===== src/cfdd_pkg.sv =====
// Shared types, codes and the byte-wide CRC32 update for the frame deframer.
// Depends on nothing; every other file of the block imports it.
package cfdd_pkg;

    localparam logic [31:0] CRC_INIT = 32'hFFFF_FFFF;
    localparam logic [31:0] CRC_POLY = 32'hEDB8_8320;

    // Configuration register indexes.
    localparam logic [1:0] REG_START_BYTE = 2'd0;
    localparam logic [1:0] REG_END_BYTE   = 2'd1;
    localparam logic [1:0] REG_MAX_LEN    = 2'd2;

    localparam logic [7:0]  START_BYTE_RST = 8'hAA;
    localparam logic [7:0]  END_BYTE_RST   = 8'h55;
    localparam logic [15:0] MAX_LEN_RST    = 16'd1024;

    // Result kinds.
    localparam logic KIND_PAYLOAD = 1'b0;
    localparam logic KIND_STATUS  = 1'b1;

    // Frame status codes.
    localparam logic [1:0] STATUS_OK        = 2'd0;
    localparam logic [1:0] STATUS_MALFORMED = 2'd1;
    localparam logic [1:0] STATUS_CRC_ERR   = 2'd2;

    typedef struct packed {
        logic        out_kind;
        logic [7:0]  payload_byte;
        logic [15:0] payload_index;
        logic [7:0]  frame_type;
        logic [15:0] frame_len;
        logic [1:0]  status;
        logic [31:0] crc_value;
    } result_t;

    // Reflected CRC32 advanced by one byte, LSB first.
    function automatic logic [31:0] crc32_byte(input logic [31:0] crc_in,
                                               input logic [7:0]  data_in);
        logic [31:0] c;
        begin
            c = crc_in ^ {24'h0, data_in};
            for (int k = 0; k < 8; k++) begin
                c = {1'b0, c[31:1]} ^ (c[0] ? CRC_POLY : 32'h0);
            end
            return c;
        end
    endfunction

endpackage


===== src/cfdd_parser.sv =====
// Front end of the deframer: configuration registers, frame parser and CRC.
// Depends on cfdd_pkg; pushes finished results into cfdd_queue.
module cfdd_parser
    import cfdd_pkg::*;
(
    input  logic        aclk,
    input  logic        aresetn,
    input  logic        cfg_wr_en,
    input  logic [1:0]  cfg_index,
    input  logic [15:0] cfg_wr_data,
    input  logic        s_valid,
    output logic        s_ready,
    input  logic [7:0]  s_rx_byte,
    input  logic        s_buf_end,
    input  logic        q_full,
    output logic        q_push,
    output result_t     q_data
);

    typedef enum logic [2:0] {
        PH_START, PH_LEN_LO, PH_LEN_HI, PH_TYPE,
        PH_PAYLOAD, PH_CRC, PH_END, PH_DRAIN
    } phase_t;

    phase_t      phase_reg, phase_next;
    logic [15:0] count_reg, count_next;
    logic [15:0] len_reg, len_next;
    logic [7:0]  type_reg, type_next;
    logic [31:0] crc_reg, crc_next;
    logic [31:0] rxcrc_reg, rxcrc_next;

    logic [7:0]  start_byte_reg;
    logic [7:0]  end_byte_reg;
    logic [15:0] max_len_reg;

    logic        accept;
    logic        st_hit;
    logic [1:0]  st_code;
    logic        emit;
    logic [16:0] count_inc;
    logic [31:0] crc_upd;

    assign s_ready   = !q_full;
    assign accept    = s_valid && s_ready;
    assign count_inc = {1'b0, count_reg} + 17'd1;
    assign crc_upd   = crc32_byte(crc_reg, s_rx_byte);

    always_comb begin
        phase_next = phase_reg;
        count_next = count_reg;
        len_next   = len_reg;
        type_next  = type_reg;
        crc_next   = crc_reg;
        rxcrc_next = rxcrc_reg;
        st_hit     = 1'b0;
        st_code    = STATUS_MALFORMED;
        emit       = 1'b0;
        unique case (phase_reg)
            PH_START: begin
                // Every start-byte step opens a fresh frame.
                count_next = '0;
                len_next   = '0;
                type_next  = '0;
                crc_next   = CRC_INIT;
                rxcrc_next = '0;
                if (s_rx_byte == start_byte_reg) begin
                    phase_next = PH_LEN_LO;
                end else begin
                    st_hit = 1'b1;
                end
            end
            PH_LEN_LO: begin
                len_next   = {8'h00, s_rx_byte};
                crc_next   = crc_upd;
                phase_next = PH_LEN_HI;
            end
            PH_LEN_HI: begin
                len_next = {s_rx_byte, len_reg[7:0]};
                crc_next = crc_upd;
                if (len_next > max_len_reg) begin
                    st_hit = 1'b1;
                end else begin
                    phase_next = PH_TYPE;
                end
            end
            PH_TYPE: begin
                type_next  = s_rx_byte;
                crc_next   = crc_upd;
                count_next = '0;
                phase_next = (len_reg != 16'd0) ? PH_PAYLOAD : PH_CRC;
            end
            PH_PAYLOAD: begin
                crc_next = crc_upd;
                emit     = 1'b1;
                if (count_inc >= {1'b0, len_reg}) begin
                    count_next = '0;
                    phase_next = PH_CRC;
                end else begin
                    count_next = count_inc[15:0];
                end
            end
            PH_CRC: begin
                rxcrc_next = rxcrc_reg | ({24'h0, s_rx_byte} << {count_reg[1:0], 3'b000});
                if (count_reg[1:0] == 2'd3) begin
                    count_next = '0;
                    phase_next = PH_END;
                end else begin
                    count_next = count_inc[15:0];
                end
            end
            PH_END: begin
                st_hit = 1'b1;
                if (s_rx_byte != end_byte_reg) begin
                    st_code = STATUS_MALFORMED;
                end else if (~crc_reg != rxcrc_reg) begin
                    st_code = STATUS_CRC_ERR;
                end else begin
                    st_code = STATUS_OK;
                end
            end
            PH_DRAIN: begin
            end
            default: begin
            end
        endcase

        // A buffer that ends inside a frame is reported as malformed.
        if (st_hit) begin
            phase_next = s_buf_end ? PH_START : PH_DRAIN;
        end else if (s_buf_end) begin
            if (phase_reg != PH_DRAIN) begin
                st_hit  = 1'b1;
                st_code = STATUS_MALFORMED;
            end
            phase_next = PH_START;
        end
    end

    always_comb begin
        q_data.frame_type = type_next;
        q_data.frame_len  = len_next;
        if (st_hit) begin
            q_data.out_kind      = KIND_STATUS;
            q_data.payload_byte  = '0;
            q_data.payload_index = '0;
            q_data.status        = st_code;
            q_data.crc_value     = rxcrc_next;
        end else begin
            q_data.out_kind      = KIND_PAYLOAD;
            q_data.payload_byte  = s_rx_byte;
            q_data.payload_index = count_reg;
            q_data.status        = STATUS_OK;
            q_data.crc_value     = '0;
        end
    end

    assign q_push = accept && (st_hit || emit);

    always_ff @(posedge aclk) begin
        if (!aresetn) begin
            phase_reg      <= PH_START;
            count_reg      <= '0;
            len_reg        <= '0;
            type_reg       <= '0;
            crc_reg        <= CRC_INIT;
            rxcrc_reg      <= '0;
            start_byte_reg <= START_BYTE_RST;
            end_byte_reg   <= END_BYTE_RST;
            max_len_reg    <= MAX_LEN_RST;
        end else begin
            if (accept) begin
                phase_reg <= phase_next;
                count_reg <= count_next;
                len_reg   <= len_next;
                type_reg  <= type_next;
                crc_reg   <= crc_next;
                rxcrc_reg <= rxcrc_next;
            end
            if (cfg_wr_en) begin
                unique case (cfg_index)
                    REG_START_BYTE: start_byte_reg <= cfg_wr_data[7:0];
                    REG_END_BYTE:   end_byte_reg   <= cfg_wr_data[7:0];
                    REG_MAX_LEN:    max_len_reg    <= cfg_wr_data;
                    default: begin
                    end
                endcase
            end
        end
    end

endmodule


===== src/cfdd_queue.sv =====
// Small result queue that decouples the parser from the output stage.
// Depends on cfdd_pkg for the result type.
module cfdd_queue
    import cfdd_pkg::*;
#(
    parameter int DEPTH = 4
) (
    input  logic    aclk,
    input  logic    aresetn,
    input  logic    push,
    input  result_t push_data,
    output logic    full,
    input  logic    pop,
    output logic    pop_valid,
    output result_t pop_data
);

    localparam int PTR_W = (DEPTH > 1) ? $clog2(DEPTH) : 1;
    localparam int CNT_W = $clog2(DEPTH + 1);

    result_t            mem [DEPTH];
    logic [PTR_W-1:0]   wr_ptr_reg, rd_ptr_reg;
    logic [CNT_W-1:0]   count_reg;
    logic               do_push, do_pop;

    assign full      = (count_reg == CNT_W'(DEPTH));
    assign pop_valid = (count_reg != '0);
    assign pop_data  = mem[rd_ptr_reg];
    assign do_push   = push && !full;
    assign do_pop    = pop && pop_valid;

    always_ff @(posedge aclk) begin
        if (do_push) begin
            mem[wr_ptr_reg] <= push_data;
        end
    end

    always_ff @(posedge aclk) begin
        if (!aresetn) begin
            wr_ptr_reg <= '0;
            rd_ptr_reg <= '0;
            count_reg  <= '0;
        end else begin
            if (do_push) begin
                wr_ptr_reg <= (wr_ptr_reg == PTR_W'(DEPTH - 1)) ? '0 : wr_ptr_reg + 1'b1;
            end
            if (do_pop) begin
                rd_ptr_reg <= (rd_ptr_reg == PTR_W'(DEPTH - 1)) ? '0 : rd_ptr_reg + 1'b1;
            end
            if (do_push && !do_pop) begin
                count_reg <= count_reg + 1'b1;
            end else if (do_pop && !do_push) begin
                count_reg <= count_reg - 1'b1;
            end
        end
    end

endmodule


===== src/cfdd_out_stage.sv =====
// Back end of the deframer: registered result stage that drives the m_ channel.
// Depends on cfdd_pkg; pulls results out of cfdd_queue.
module cfdd_out_stage
    import cfdd_pkg::*;
(
    input  logic    aclk,
    input  logic    aresetn,
    input  logic    q_valid,
    input  result_t q_data,
    output logic    q_pop,
    output logic    m_valid,
    input  logic    m_ready,
    output result_t m_data
);

    logic    valid_reg;
    result_t data_reg;

    assign q_pop   = q_valid && (!valid_reg || m_ready);
    assign m_valid = valid_reg;
    assign m_data  = data_reg;

    always_ff @(posedge aclk) begin
        if (q_pop) begin
            data_reg <= q_data;
        end
    end

    always_ff @(posedge aclk) begin
        if (!aresetn) begin
            valid_reg <= 1'b0;
        end else if (q_pop) begin
            valid_reg <= 1'b1;
        end else if (m_ready) begin
            valid_reg <= 1'b0;
        end
    end

endmodule


===== src/crc32_frame_deframer_unit.sv =====
// Top level of the CRC32-checked frame deframer.
// Depends on cfdd_pkg, cfdd_parser, cfdd_queue and cfdd_out_stage.
//
// Usage: the s_ channel carries one buffer byte per transaction, with s_buf_end
// high on the last byte of the buffer. The m_ channel carries one result per
// transaction: a payload byte (m_out_kind 0) or the frame status (m_out_kind 1).
// Each buffer yields exactly one status transaction; payload bytes come first,
// and the consumer discards them when the status is nonzero.
// The queue entry is written at the edge that accepts the byte, and the output
// register loads from the queue when it is empty or m_ready is high; the result
// is then valid on m_.
// Throughput: one byte per cycle unless the queue is full; the CRC is byte-wide.
// The cfg_ port writes start_byte, end_byte and max_payload_len; the user must
// write it only while no transaction is in flight; the block does not enforce it.
// Reset (aresetn low, synchronous) restores the register defaults, empties the
// queue and returns the parser to waiting for a start byte.
// When the receiver stalls, results collect in the queue; s_ready drops only
// once the queue is full, and resumes as soon as one entry drains.
module crc32_frame_deframer_unit
    import cfdd_pkg::*;
#(
    parameter int QUEUE_DEPTH = 4
) (
    input  logic        aclk,
    input  logic        aresetn,
    // Configuration write port.
    input  logic        cfg_wr_en,
    input  logic [1:0]  cfg_index,
    input  logic [15:0] cfg_wr_data,
    // Byte input channel.
    input  logic        s_valid,
    output logic        s_ready,
    input  logic [7:0]  s_rx_byte,
    input  logic        s_buf_end,
    // Result channel.
    output logic        m_valid,
    input  logic        m_ready,
    output logic        m_out_kind,
    output logic [7:0]  m_payload_byte,
    output logic [15:0] m_payload_index,
    output logic [7:0]  m_frame_type,
    output logic [15:0] m_frame_len,
    output logic [1:0]  m_status,
    output logic [31:0] m_crc_value
);

    logic    q_full, q_push, q_pop, q_valid;
    result_t push_data, pop_data, out_data;

    // The front end parses every accepted byte in the cycle it arrives.
    cfdd_parser u_parser (
        .aclk        (aclk),
        .aresetn     (aresetn),
        .cfg_wr_en   (cfg_wr_en),
        .cfg_index   (cfg_index),
        .cfg_wr_data (cfg_wr_data),
        .s_valid     (s_valid),
        .s_ready     (s_ready),
        .s_rx_byte   (s_rx_byte),
        .s_buf_end   (s_buf_end),
        .q_full      (q_full),
        .q_push      (q_push),
        .q_data      (push_data)
    );

    // The queue absorbs results while the receiver stalls.
    cfdd_queue #(
        .DEPTH (QUEUE_DEPTH)
    ) u_queue (
        .aclk      (aclk),
        .aresetn   (aresetn),
        .push      (q_push),
        .push_data (push_data),
        .full      (q_full),
        .pop       (q_pop),
        .pop_valid (q_valid),
        .pop_data  (pop_data)
    );

    // The back end presents results from a register.
    cfdd_out_stage u_out (
        .aclk    (aclk),
        .aresetn (aresetn),
        .q_valid (q_valid),
        .q_data  (pop_data),
        .q_pop   (q_pop),
        .m_valid (m_valid),
        .m_ready (m_ready),
        .m_data  (out_data)
    );

    assign m_out_kind      = out_data.out_kind;
    assign m_payload_byte  = out_data.payload_byte;
    assign m_payload_index = out_data.payload_index;
    assign m_frame_type    = out_data.frame_type;
    assign m_frame_len     = out_data.frame_len;
    assign m_status        = out_data.status;
    assign m_crc_value     = out_data.crc_value;

    // A full queue means the output register is occupied as well.
    a_full_implies_out_valid: assert property (
        @(posedge aclk) disable iff (!aresetn)
        !s_ready |-> m_valid
    ) else $error("input stalled while the output stage is empty");

    // Payload results never carry a status code or a CRC field.
    a_payload_fields_clear: assert property (
        @(posedge aclk) disable iff (!aresetn)
        (m_valid && (m_out_kind == KIND_PAYLOAD)) |->
            ((m_status == STATUS_OK) && (m_crc_value == 32'h0))
    ) else $error("payload result carries status or CRC bits");

    // Status results never carry payload data, and never an undefined code.
    a_status_fields: assert property (
        @(posedge aclk) disable iff (!aresetn)
        (m_valid && (m_out_kind == KIND_STATUS)) |->
            ((m_payload_byte == 8'h0) && (m_payload_index == 16'h0) &&
             (m_status <= STATUS_CRC_ERR))
    ) else $error("status result is malformed");

endmodule

===== config.mk =====
export PLATFORM = sky130hd
export DESIGN_NAME = crc32_frame_deframer_unit
export DESIGN_NICKNAME = d
export VERILOG_FILES = /design/src/cfdd_pkg.sv /design/src/cfdd_parser.sv /design/src/cfdd_queue.sv /design/src/cfdd_out_stage.sv /design/src/crc32_frame_deframer_unit.sv
export SDC_FILE = /design/constraint.sdc
export NUM_CORES = 1
export LEC_CHECK = 0
export BUFFER_PORTS_ARGS = -buffer_cell sky130_fd_sc_hd__buf_2
export CAP_MARGIN = 20
export CORE_ASPECT_RATIO = 1.4
export CORE_MARGIN = 2
export CORE_UTILIZATION = 31
export CTS_CLUSTER_DIAMETER = 30
export CTS_CLUSTER_SIZE = 12
export DETAILED_ROUTE_END_ITERATION = 12
export SLEW_MARGIN = 25
export SYNTH_ARGS = -nofsm -noshare
export SYNTH_HDL_FRONTEND = slang
export SYNTH_SLANG_ARGS = --single-unit

===== constraint.sdc =====
create_clock -name aclk -period 6.8 [get_ports aclk]
set_input_delay 1.36 -clock aclk [delete_from_list [all_inputs] [get_ports aclk]]
set_output_delay 1.36 -clock aclk [all_outputs]
set_load 0.01 [all_outputs]

# After elaboration in Yosys (flattened, before gate mapping)
# Memories as Yosys holds them, arrays and structs flattened. A register that Yosys moved wholly into a read port is not among the register bits.
# Cells that the tools add are included.
# W data, S select, Z words.
dict set report classes {
  n_addsub 5
  n_mul 0
  n_div 0
  n_lt_le_gt_ge 2
  n_eq_ne 20
  shifts 1
  n_mux 47
  n_bitwise 11
  reduce_logical 30
}
# operator n
set op_table {}
lappend op_table {{$mux W32} 8}
lappend op_table {{$xor A31 B32 Y32} 8}
lappend op_table {{$pmux W32 S2} 2}
lappend op_table {{$pmux W16 S3} 2}
lappend op_table {{$mux W34} 1}
lappend op_table {{$mux W16} 2}
lappend op_table {{$ne A32 B32 Y1} 1}
lappend op_table {{$not A32 Y32} 1}
lappend op_table {{$or A32 B32 Y32} 1}
lappend op_table {{$shl A8 B5 Y32} 1}
lappend op_table {{$xor A32 B8 Y32} 1}
lappend op_table {{$mux W3} 9}
lappend op_table {{$mux W25} 1}
lappend op_table {{$pmux W3 S6} 1}
lappend op_table {{$add A16 B1 Y17 const B} 1}
lappend op_table {{$ge A17 B16 Y1} 1}
lappend op_table {{$gt A16 B16 Y1} 1}
lappend op_table {{$mux W2} 8}
lappend op_table {{$pmux W8 S2} 1}
lappend op_table {{$reduce_bool A16 Y1} 1}
lappend op_table {{$eq A3 B3 Y1 const B} 4}
lappend op_table {{$ne A4 B2 Y1 const B} 3}
lappend op_table {{$mux W1} 11}
lappend op_table {{$reduce_and A2 Y1} 5}
lappend op_table {{23 further kinds} 41}
dict set report word_totals {
  register_bits 147
  latch_bits 0
  mem_bits_rw 332
  romBits 0
  output_inout_bits 85
  wordCells 130
  mem_count 1
}
# memory depth word_bits read_ports rd_ports_with_merged_regs write_ports line
set mem_list {}
lappend mem_list {u_queue.mem 4 83 1 1 1 cfdd_queue.sv:21} ;# result_t mem [DEPTH];

# Longest topological paths before layout
# Gate-level depths: netlist (run 1).
dict set report depth {
  word_depth 18
  mapped_depth 15
}

# By module
# A second synthesis (run 1) with hierarchy kept.
dict set report unflattened {
  hier_cells 1591
  hier_area_um2 23278.6
}
# mod instances cells_per_inst area_per_inst_um2
set modules_own_cells {}
lappend modules_own_cells {cfdd_queue 1 484 12454.4}
lappend modules_own_cells {cfdd_parser 1 1020 8284.2}
lappend modules_own_cells {cfdd_out_stage 1 87 2539.9}

# Worst setup path before layout (run 1)
# OpenSTA, ideal clock, no wires.
dict set report synth_path {
  path_kind {input -> register}
  startpoint {input m_ready}
  endpoint {register u_queue.count_reg[2]}
  setup_time_ns 0.076
  arrival_ns 7.176
  setup_slack_ns -0.452
  stages 9
  cell_sequence {inv_1 -> a21oi_1 -> inv_1 -> ha_1 -> inv_1 -> fa_1 -> xor2_1 -> or3_1 -> a21boi_0}
}
dict set report synth_between {
  elab_chain_cells 6
}
# element line
set synth_lines {}
lappend synth_lines {{start, declared} crc32_frame_deframer_unit.sv:37} ;# input logic m_ready,
lappend synth_lines {{$logic_or A1 B1 Y1 (*)} cfdd_out_stage.sv:19} ;# assign q_pop = q_valid && (!valid_reg || m_ready);
lappend synth_lines {{$logic_and A1 B1 Y1 (*)} cfdd_out_stage.sv:19}
lappend synth_lines {{net q_pop} crc32_frame_deframer_unit.sv:47} ;# logic q_full, q_push, q_pop, q_valid;
lappend synth_lines {{$logic_and A1 B1 Y1 (*)} cfdd_queue.sv:30} ;# assign do_pop = pop && pop_valid;
lappend synth_lines {{$logic_not A1 Y1} cfdd_queue.sv:50} ;# if (do_push && !do_pop) begin
lappend synth_lines {{$logic_and A1 B1 Y1} cfdd_queue.sv:50}
lappend synth_lines {{$mux W3 / $reduce_bool A2 Y1 (equally long branches)} -}
lappend synth_lines {{end signal, assigned} cfdd_queue.sv:51} ;# count_reg <= count_reg + 1'b1;
lappend synth_lines {{end signal, assigned} cfdd_queue.sv:53} ;# count_reg <= count_reg - 1'b1;
lappend synth_lines {{end, declared} cfdd_queue.sv:23} ;# logic [CNT_W-1:0] count_reg;
# The timed path passes the listed nets; every way through them passes the cells marked *.
# A chain may end at the register's enable or synchronous reset.

# Worst setup path in the final report (run 1)
dict set report layout_path {
  startpoint {input s_rx_byte[4]}
  endpoint {register u_queue.count_reg[2]}
}
dict set report layout_between {
  elab_chain_cells 10
}
# element line
set layout_lines {}
lappend layout_lines {{start, declared} crc32_frame_deframer_unit.sv:33} ;# input logic [7:0] s_rx_byte,
lappend layout_lines {{$gt A16 B16 Y1 / $eq A8 B8 Y1 (equally long branches)} {cfdd_parser.sv:80, cfdd_parser.sv:66}}
lappend layout_lines {{$mux W1 (on tied branches)} {cfdd_parser.sv:80, cfdd_parser.sv:66}}
lappend layout_lines {{$pmux W1 S3 (*)} cfdd_parser.sv:58} ;# unique case (phase_reg)
lappend layout_lines {{$mux W1 (*)} cfdd_parser.sv:128} ;# if (st_hit) begin
lappend layout_lines {{$logic_or A1 B1 Y1 (*)} cfdd_parser.sv:157} ;# assign q_push = accept && (st_hit || emit);
lappend layout_lines {{$logic_and A1 B1 Y1 (*)} cfdd_parser.sv:157}
lappend layout_lines {{$logic_and A1 B1 Y1 (*)} cfdd_queue.sv:29} ;# assign do_push = push && !full;
lappend layout_lines {{net u_queue.do_push} cfdd_queue.sv:24} ;# logic do_push, do_pop;
lappend layout_lines {{$logic_not A1 Y1} cfdd_queue.sv:52} ;# end else if (do_pop && !do_push) begin
lappend layout_lines {{$logic_and A1 B1 Y1} cfdd_queue.sv:52}
lappend layout_lines {{$reduce_bool A2 Y1 (no source line)} -}
# Marked as above.

==> impl_metrics.json, run 1 <==
{
  "synth_cells": 1606,
  "syn_to_final_growth_pct": 19.9,
  "route.detailed.drc": 0,
  "use_met2_pct": 23.5,
  "arrival_ns": 5.22,
  "holdPathStages": 2,
  "setup_viol": 0,
  "drv_slew": 0,
  "drive_gt1_share_pct": 22.6,
  "synth-async-reset-ratio_pct": 0,
  "r2r_cells": 13,
  "design_area_um2": 27800,
  "drt_iter0_markers": 899,
  "peakVddDrop_mv": 0.164,
  "min-delay-start": "u_parser.max_len_reg[3]",
  "ctsRootBufferMaster": "clkbuf_16",
  "gp_congestion": 0.805,
  "path_cells": "buf_2 > ha_1 > nand4_1 > nor4_1 > a21boi_0 > o31a_1 > nor2_1 > buf_4 > a21oi_2 > ha_1 > inv_1 > fa_1 > xor2_1 > or3_1 > a21boi_0",
  "synth_area_leader_cell": "edfxtp_1",
  "portBuffers": 116,
  "post_drt_wl_per_cell_um": 19.7,
  "largest_register_ffs": 332,
  "stdcell_count": 2782,
  "cts_resized": 0,
  "cp_data_required_time_ns": 7.33,
  "hold_buffers": 0,
  "fmax_mhz": 213,
  "synth.area.top_cells": "edfxtp_1 (54%), dfxtp_1 (13%), mux4_2 (8.1%)",
  "grt_max_degree": 64,
  "netlist_area_um2": 23200,
  "drtPass1Iterations": 5,
  "critPathMaxFanout": 25,
  "synth_nets": 1679,
  "drv_cap": 0,
  "cts.path.max_buffers": 3,
  "setup_tns_ns": 0,
  "max_slew_margin_pct": 34.6,
  "die_w_um": 235,
  "grt_pass1_wl_um": 83700,
  "nets": 1820,
  "dr_total_vias": 13400,
  "p_leak_nw": 9.58,
  "end_kind": "flip-flop",
  "drtAntennaViolNets": 0,
  "dieArea_um2": 77000,
  "worstSkewPairLatency_ns": 0.62,
  "grt.overflow.total": 0,
  "slowest_stage": "buf_2",
  "busiest_layer": "met2",
  "dp_cells": 2617,
  "drt-vias-per-instance": 4.81,
  "cts_setup_buffers": 0,
  "start_util_pct": 31.3,
  "ys_types": 63,
  "powerDensity_nw_per_um2": 423,
  "synth.top_cell.area_share_pct": 53.8,
  "hold_path_class": "flip-flop to flip-flop",
  "ys_ff_latch": 562,
  "yosysMostFrequentCell": "edfxtp_1",
  "power.total_mw": 11.8,
  "fp-row-count": 118,
  "max_stage_delay_ns": 0.48,
  "cts_tree": "built",
  "fin_worst_skew_ns": 0.0212,
  "reg2reg_setup_slack_ns": 2.80,
  "yosys_warnings": 0,
  "synth_edf_count": 415,
  "r2r-end": "u_queue.count_reg[2]",
  "use_met3_pct": 2.84,
  "largest-register": "u_queue.mem",
  "status": "completed",
  "core_area_um2": 74000,
  "dp_hpwl_um": 36700,
  "synthTopCellsByCount": "edfxtp_1 (415), nand2_1 (167), dfxtp_1 (147)",
  "r2r-start": "u_parser.phase_reg[0]",
  "first_global_vias": 13700,
  "hold_viol": 0,
  "rsz0062_at_grt": "false",
  "placed_area_um2": 24800,
  "antenna_found_initial": 6,
  "met1_usage_pct": 17.9,
  "route.final.wire_length_um": 54900,
  "ys.flop_type": "edfxtp_1",
  "finalCriticalPeriod_ns": 4.70,
  "tightest_slew_ns": 0.973,
  "hold_path_end": "u_parser.max_len_reg[3]",
  "io_pins": 117,
  "numClockSinks": 562,
  "cts-buffers-inserted": 86,
  "clk_pin_slew_worst_paths_ns": 0.05,
  "grt_usage_pct": 14.2,
  "synth-seq-area-share_pct": 66.5,
  "crit_path_start": "s_rx_byte[4]",
  "startpoint_type": "input pin",
  "min_period_over_period_pct": 69.0,
  "die_h_um": 328,
  "syn_avg_cell_area_um2": 14.4,
  "critPathKind": "input pin to flip-flop",
  "htreeDepth": 3
}
==> cell families after synthesis <==
kind of cell	count (synthesis)	synth area share, %
multiplexers	103	8.93
AND/OR/NAND/NOR	392	7.89
AO/OA/AOI/OAI	235	6.52
adder cells (fa/ha/maj)	41	2.25
XOR/XNOR	133	5.37
flip-flops	562	66.5
buffers and inverters	140	2.59
==> worst max-delay path: cells and delay by family <==
family	cells	cell delay [ns]
compound gates	4	1.04
simple gates	4	0.93
buf+inv	3	0.77
fa+ha+maj	3	0.93
xor+xnor	1	0.17
==> metal layers <==
layer / vias to the layer above / part of all wire, %
met5: - / 0.11
met4: 10 / 3.4
met3: 119 / 5.1
met2: 365 / 49
met1: 6653 / 42
li1: 6244 / -
==> worst max path at each step <==
stage | to | slack (ns)
2_1_floorplan | u_queue.mem[0][0] | 1.53
5_1_grt | u_queue.count_reg[2] | 1.86
3_3_place_gp | u_queue.mem[3][41] | 1.57
6_report | u_queue.count_reg[2] | 2.10
4_1_cts | u_queue.count_reg[2] | 2.11
3_5_place_dp | u_queue.count_reg[2] | 1.46
==> layout make-up <==
type / count / area, um^2
Sequential cell: 562 / 15400
Inverter: 51 / 191
Tap cell: 960 / 1200
Timing Repair Buffer: 142 / 833
Fill cell: 6902 / 46200
Clock inverter: 63 / 619
Multi-Input combinational cell: 904 / 7220
Antenna cell: 2 / 5.00
Clock buffer: 98 / 2320
==> cell usage in the layout (no fill, tap or decap), drive strengths merged, types with 11 or more instances in the layout <==
master / instances
a21boi: 49
a21oi: 80
a22o: 16
and2: 41
buf: 142
clkbuf: 98
clkinv: 30
clkinvlp: 11
dfxtp: 147
edfxtp: 415
ha: 40
inv: 66
mux2i: 20
mux4: 83
nand2: 167
nand3: 17
nor2: 91
nor2b: 14
nor4: 17
o21ai: 26
o22ai: 26
xnor2: 105
xor2: 28
==> power breakdown <==
part / internal [mW] / switching [mW] / leakage (nW) / total (mW)
Combinational: 1.13 / 1.52 / 2.93 / 2.65
Sequential: 4.44 / 0.292 / 5.22 / 4.73
Clock: 2.76 / 1.63 / 1.43 / 4.39
==> metrics by stage <==
stage | hold WS (ns) | setup slack, ns | utilization, %
after CTS | 0.466 | 2.11 | 37.5
after detailed placement | 0.458 | 1.46 | 33.5
after floorplan | 0.443 | 1.53 | -
after global routing | 0.481 | 1.86 | 37.6
final | 0.462 | 2.10 | 37.6
after global placement | 0.452 | 1.57 | 33.5
Note: power is estimated with default switching activity, not from simulation.
==> run 2: changes to the inputs <==
--- a/config.mk
+++ b/config.mk
@@ -5,6 +5,7 @@
 export SDC_FILE = /design/constraint.sdc
 export NUM_CORES = 1
 export LEC_CHECK = 0
+export ABC_AREA = 1
 export BUFFER_PORTS_ARGS = -buffer_cell sky130_fd_sc_hd__buf_2
 export CAP_MARGIN = 20
 export CORE_ASPECT_RATIO = 1.4
==> constraint.sdc (replaced) <==
create_clock -name aclk -period 4.9 [get_ports aclk]
set_input_delay 0.98 -clock aclk [delete_from_list [all_inputs] [get_ports aclk]]
set_output_delay 0.98 -clock aclk [all_outputs]
set_load 0.01 [all_outputs]
==> run 2 against run 1 <==
Against the previous run: non-clock buffer count down 3; routed wire length up 14%; core utilization up 0.19 points; critical endpoint is now u_parser.count_reg[3]; largest cell class unchanged; largest power group unchanged.
==> impl_metrics.json, run 2 <==
{
  "cts.path.max_buffers": 3,
  "pre_cts_ws_ns": 0.662,
  "yosysMostFrequentCell": "edfxtp_1",
  "max_slew_margin_pct": 30.3,
  "route.final.wire_length_um": 62600,
  "synthTopCellsByCount": "edfxtp_1 (415), o21ai_0 (276), nor2_1 (253)",
  "finalWorstSetupSlack_ns": 1.26,
  "r2r-end": "u_parser.count_reg[3]",
  "synth_edf_count": 415,
  "dp_hpwl_um": 39500,
  "cp_data_required_time_ns": 5.38,
  "core_area_um2": 77700,
  "hold_path_class": "flip-flop to flip-flop",
  "drtAntennaViolNets": 0,
  "critPathMaxFanout": 20,
  "drive_gt1_share_pct": 15.4,
  "numClockSinks": 562,
  "layout_commonest_cell": "edfxtp_1",
  "hold_viol": 0,
  "placed_area_um2": 25900,
  "ys_ff_latch": 562,
  "antenna_found_initial": 0,
  "ctsRootBufferMaster": "clkbuf_16",
  "reg2reg_setup_slack_ns": 1.26,
  "synth-seq-area-share_pct": 63.4,
  "drv_cap": 0,
  "critPathTopFamily": "simple AND/OR/NAND/NOR gates",
  "grt.overflow.total": 0,
  "grt_pass1_wl_um": 95000,
  "synth_cells": 2287,
  "synth_area_leader_cell": "edfxtp_1",
  "first_global_vias": 16200,
  "holdPathStages": 2,
  "syn_to_final_growth_pct": 20.7,
  "dieArea_um2": 80700,
  "post-route-util_pct": 37.8,
  "htreeDepth": 3,
  "max_stage_delay_ns": 0.30,
  "grt_usage_pct": 15.4,
  "netlist_area_um2": 24300,
  "syn_avg_cell_area_um2": 10.6,
  "crit_buf_inv": 4,
  "synth.area.top_cells": "edfxtp_1 (51%), dfxtp_1 (12%), o21ai_0 (5.7%)",
  "clk_pin_slew_worst_paths_ns": 0.06,
  "path_cells": "buf_4 > ha_1 > inv_1 > nor3_2 > nand2_1 > nor3_2 > nand2_1 > nor2_1 > xor2_1 > inv_1 > ha_1 > inv_1 > nor3_1 > nand2_1 > nand2_1 > nand2_1 > nand2_1 > nand2_1 > nand2_1 > nand2_2 > nand3_1 > a21oi_1",
  "drt_iter0_markers": 1344,
  "r2r-start": "u_parser.count_reg[1]",
  "p_leak_nw": 11.3,
  "post_drt_wl_per_cell_um": 17.7,
  "largest_register_ffs": 332,
  "cts-buffers-inserted": 99,
  "synth.top_cell.area_share_pct": 51.3,
  "ys_types": 54,
  "min_period_over_period_pct": 74.3,
  "route.detailed.drc": 0,
  "grt_max_degree": 115,
  "startpoint_type": "flip-flop",
  "insertedDiodeCount": 0,
  "portBuffers": 116,
  "cts_resized": 0,
  "drtPass1Iterations": 5,
  "fmax_mhz": 275,
  "synth_nets": 2360,
  "start_util_pct": 31.3,
  "synth-async-reset-ratio_pct": 0,
  "die_w_um": 241,
  "powerDensity_nw_per_um2": 663,
  "hold_path_end": "u_parser.max_len_reg[15]",
  "arrival_ns": 4.12,
  "cts_setup_buffers": 0,
  "slowest_stage": "dfxtp_1",
  "gp_congestion": 0.862,
  "fin_worst_skew_ns": 0.0334,
  "drt-vias-per-instance": 4.80,
  "dr_total_vias": 17000,
  "ys.flop_type": "edfxtp_1",
  "power.total_mw": 19.5,
  "critPathKind": "flip-flop to flip-flop",
  "finalCriticalPeriod_ns": 3.64,
  "num-fill-cells": 7520,
  "io_pins": 117,
  "crit_path_frequent_cell": "nand2_1",
  "tightest_slew_ns": 1.04,
  "nets": 2478,
  "status": "completed",
  "peakVddDrop_mv": 0.345,
  "largest-register": "u_queue.mem",
  "cts_tree": "built",
  "min-delay-start": "u_parser.max_len_reg[15]",
  "drv_slew": 0,
  "whs_ns": 0.462,
  "fp-row-count": 121,
  "worstSkewPairLatency_ns": 0.65,
  "die_h_um": 335,
  "yosys_warnings": 0,
  "end_kind": "flip-flop",
  "r2r_cells": 22,
  "design_area_um2": 29300,
  "setup_viol": 0,
  "rsz0062_at_grt": "false",
  "hold_buffers": 0,
  "final_cell_mix": "edfxtp_1 (415), o21ai_0 (276), inv_1 (250)"
}
-- run 2: cell type report --
cell class              count  area [um^2]  area share [%]
flip-flops and latches    562        15400            52.5
multi-input cells        1326         7360            25.1
clock buffers             103         2510            8.57
well taps                1045         1310            4.46
inverters                 277         1050            3.59
clock inverters            82          847            2.89
repair buffers            139          843            2.87
-- run 2: layer usage --
metal | track usage (%) | up-vias | wire, um
li1 | - | 8215 | -
met1 | 19.5 | 8154 | 26600
met2 | 25.5 | 458 | 30400
met3 | 2.51 | 125 | 3140
met4 | 7.39 | 0 | 2370
met5 | 0 | - | 0
-- run 2: power by group --
group	internal [mW]	leakage (nW)	switching, mW
clock network	4.22	1.63	2.60
registers	6.66	5.12	0.482
logic	1.62	4.58	3.89
-- run 2: worst min-delay path, stage by stage, from the launching register on --
cell and delay (ns):
dfxtp_1 0.29, inv_1 0.06, a21oi_1 0.06
-- run 2: worst max-delay path by stage --
stage | slack (ns) | endpoint | cells after the start | startpoint
finish | 1.26 | u_parser.count_reg[3] | 22 | u_parser.count_reg[1]
global route | 0.78 | u_parser.count_reg[12] | 22 | u_parser.count_reg[1]
CTS | 1.25 | u_parser.count_reg[3] | 22 | u_parser.count_reg[1]
detailed placement | 0.66 | u_queue.count_reg[2] | 21 | s_rx_byte[7]
global placement | 0.73 | u_queue.count_reg[2] | 21 | s_rx_byte[7]
floorplan | -1.25 | u_queue.mem[0][0] | 13 | s_rx_byte[7]
-- run 2: kinds of logic after synthesis --
group	after synthesis	share of synthesized area, %
xor gates and xnor gates	102	4.11
AOI/OAI and AO/OA	592	13.2
buffers and inverters	399	6.61
DFF	562	63.4
and+or+nand+nor	591	10.6
adders and majority gates	41	2.14
-- run 2: stage by stage --
step | instances | setup TNS, ns
CTS | 3533 | 0
global route | 3534 | 0
finish | 3534 | 0
detailed placement | 3348 | 0
global placement | 3348 | 0
floorplan | 2287 | -416.02
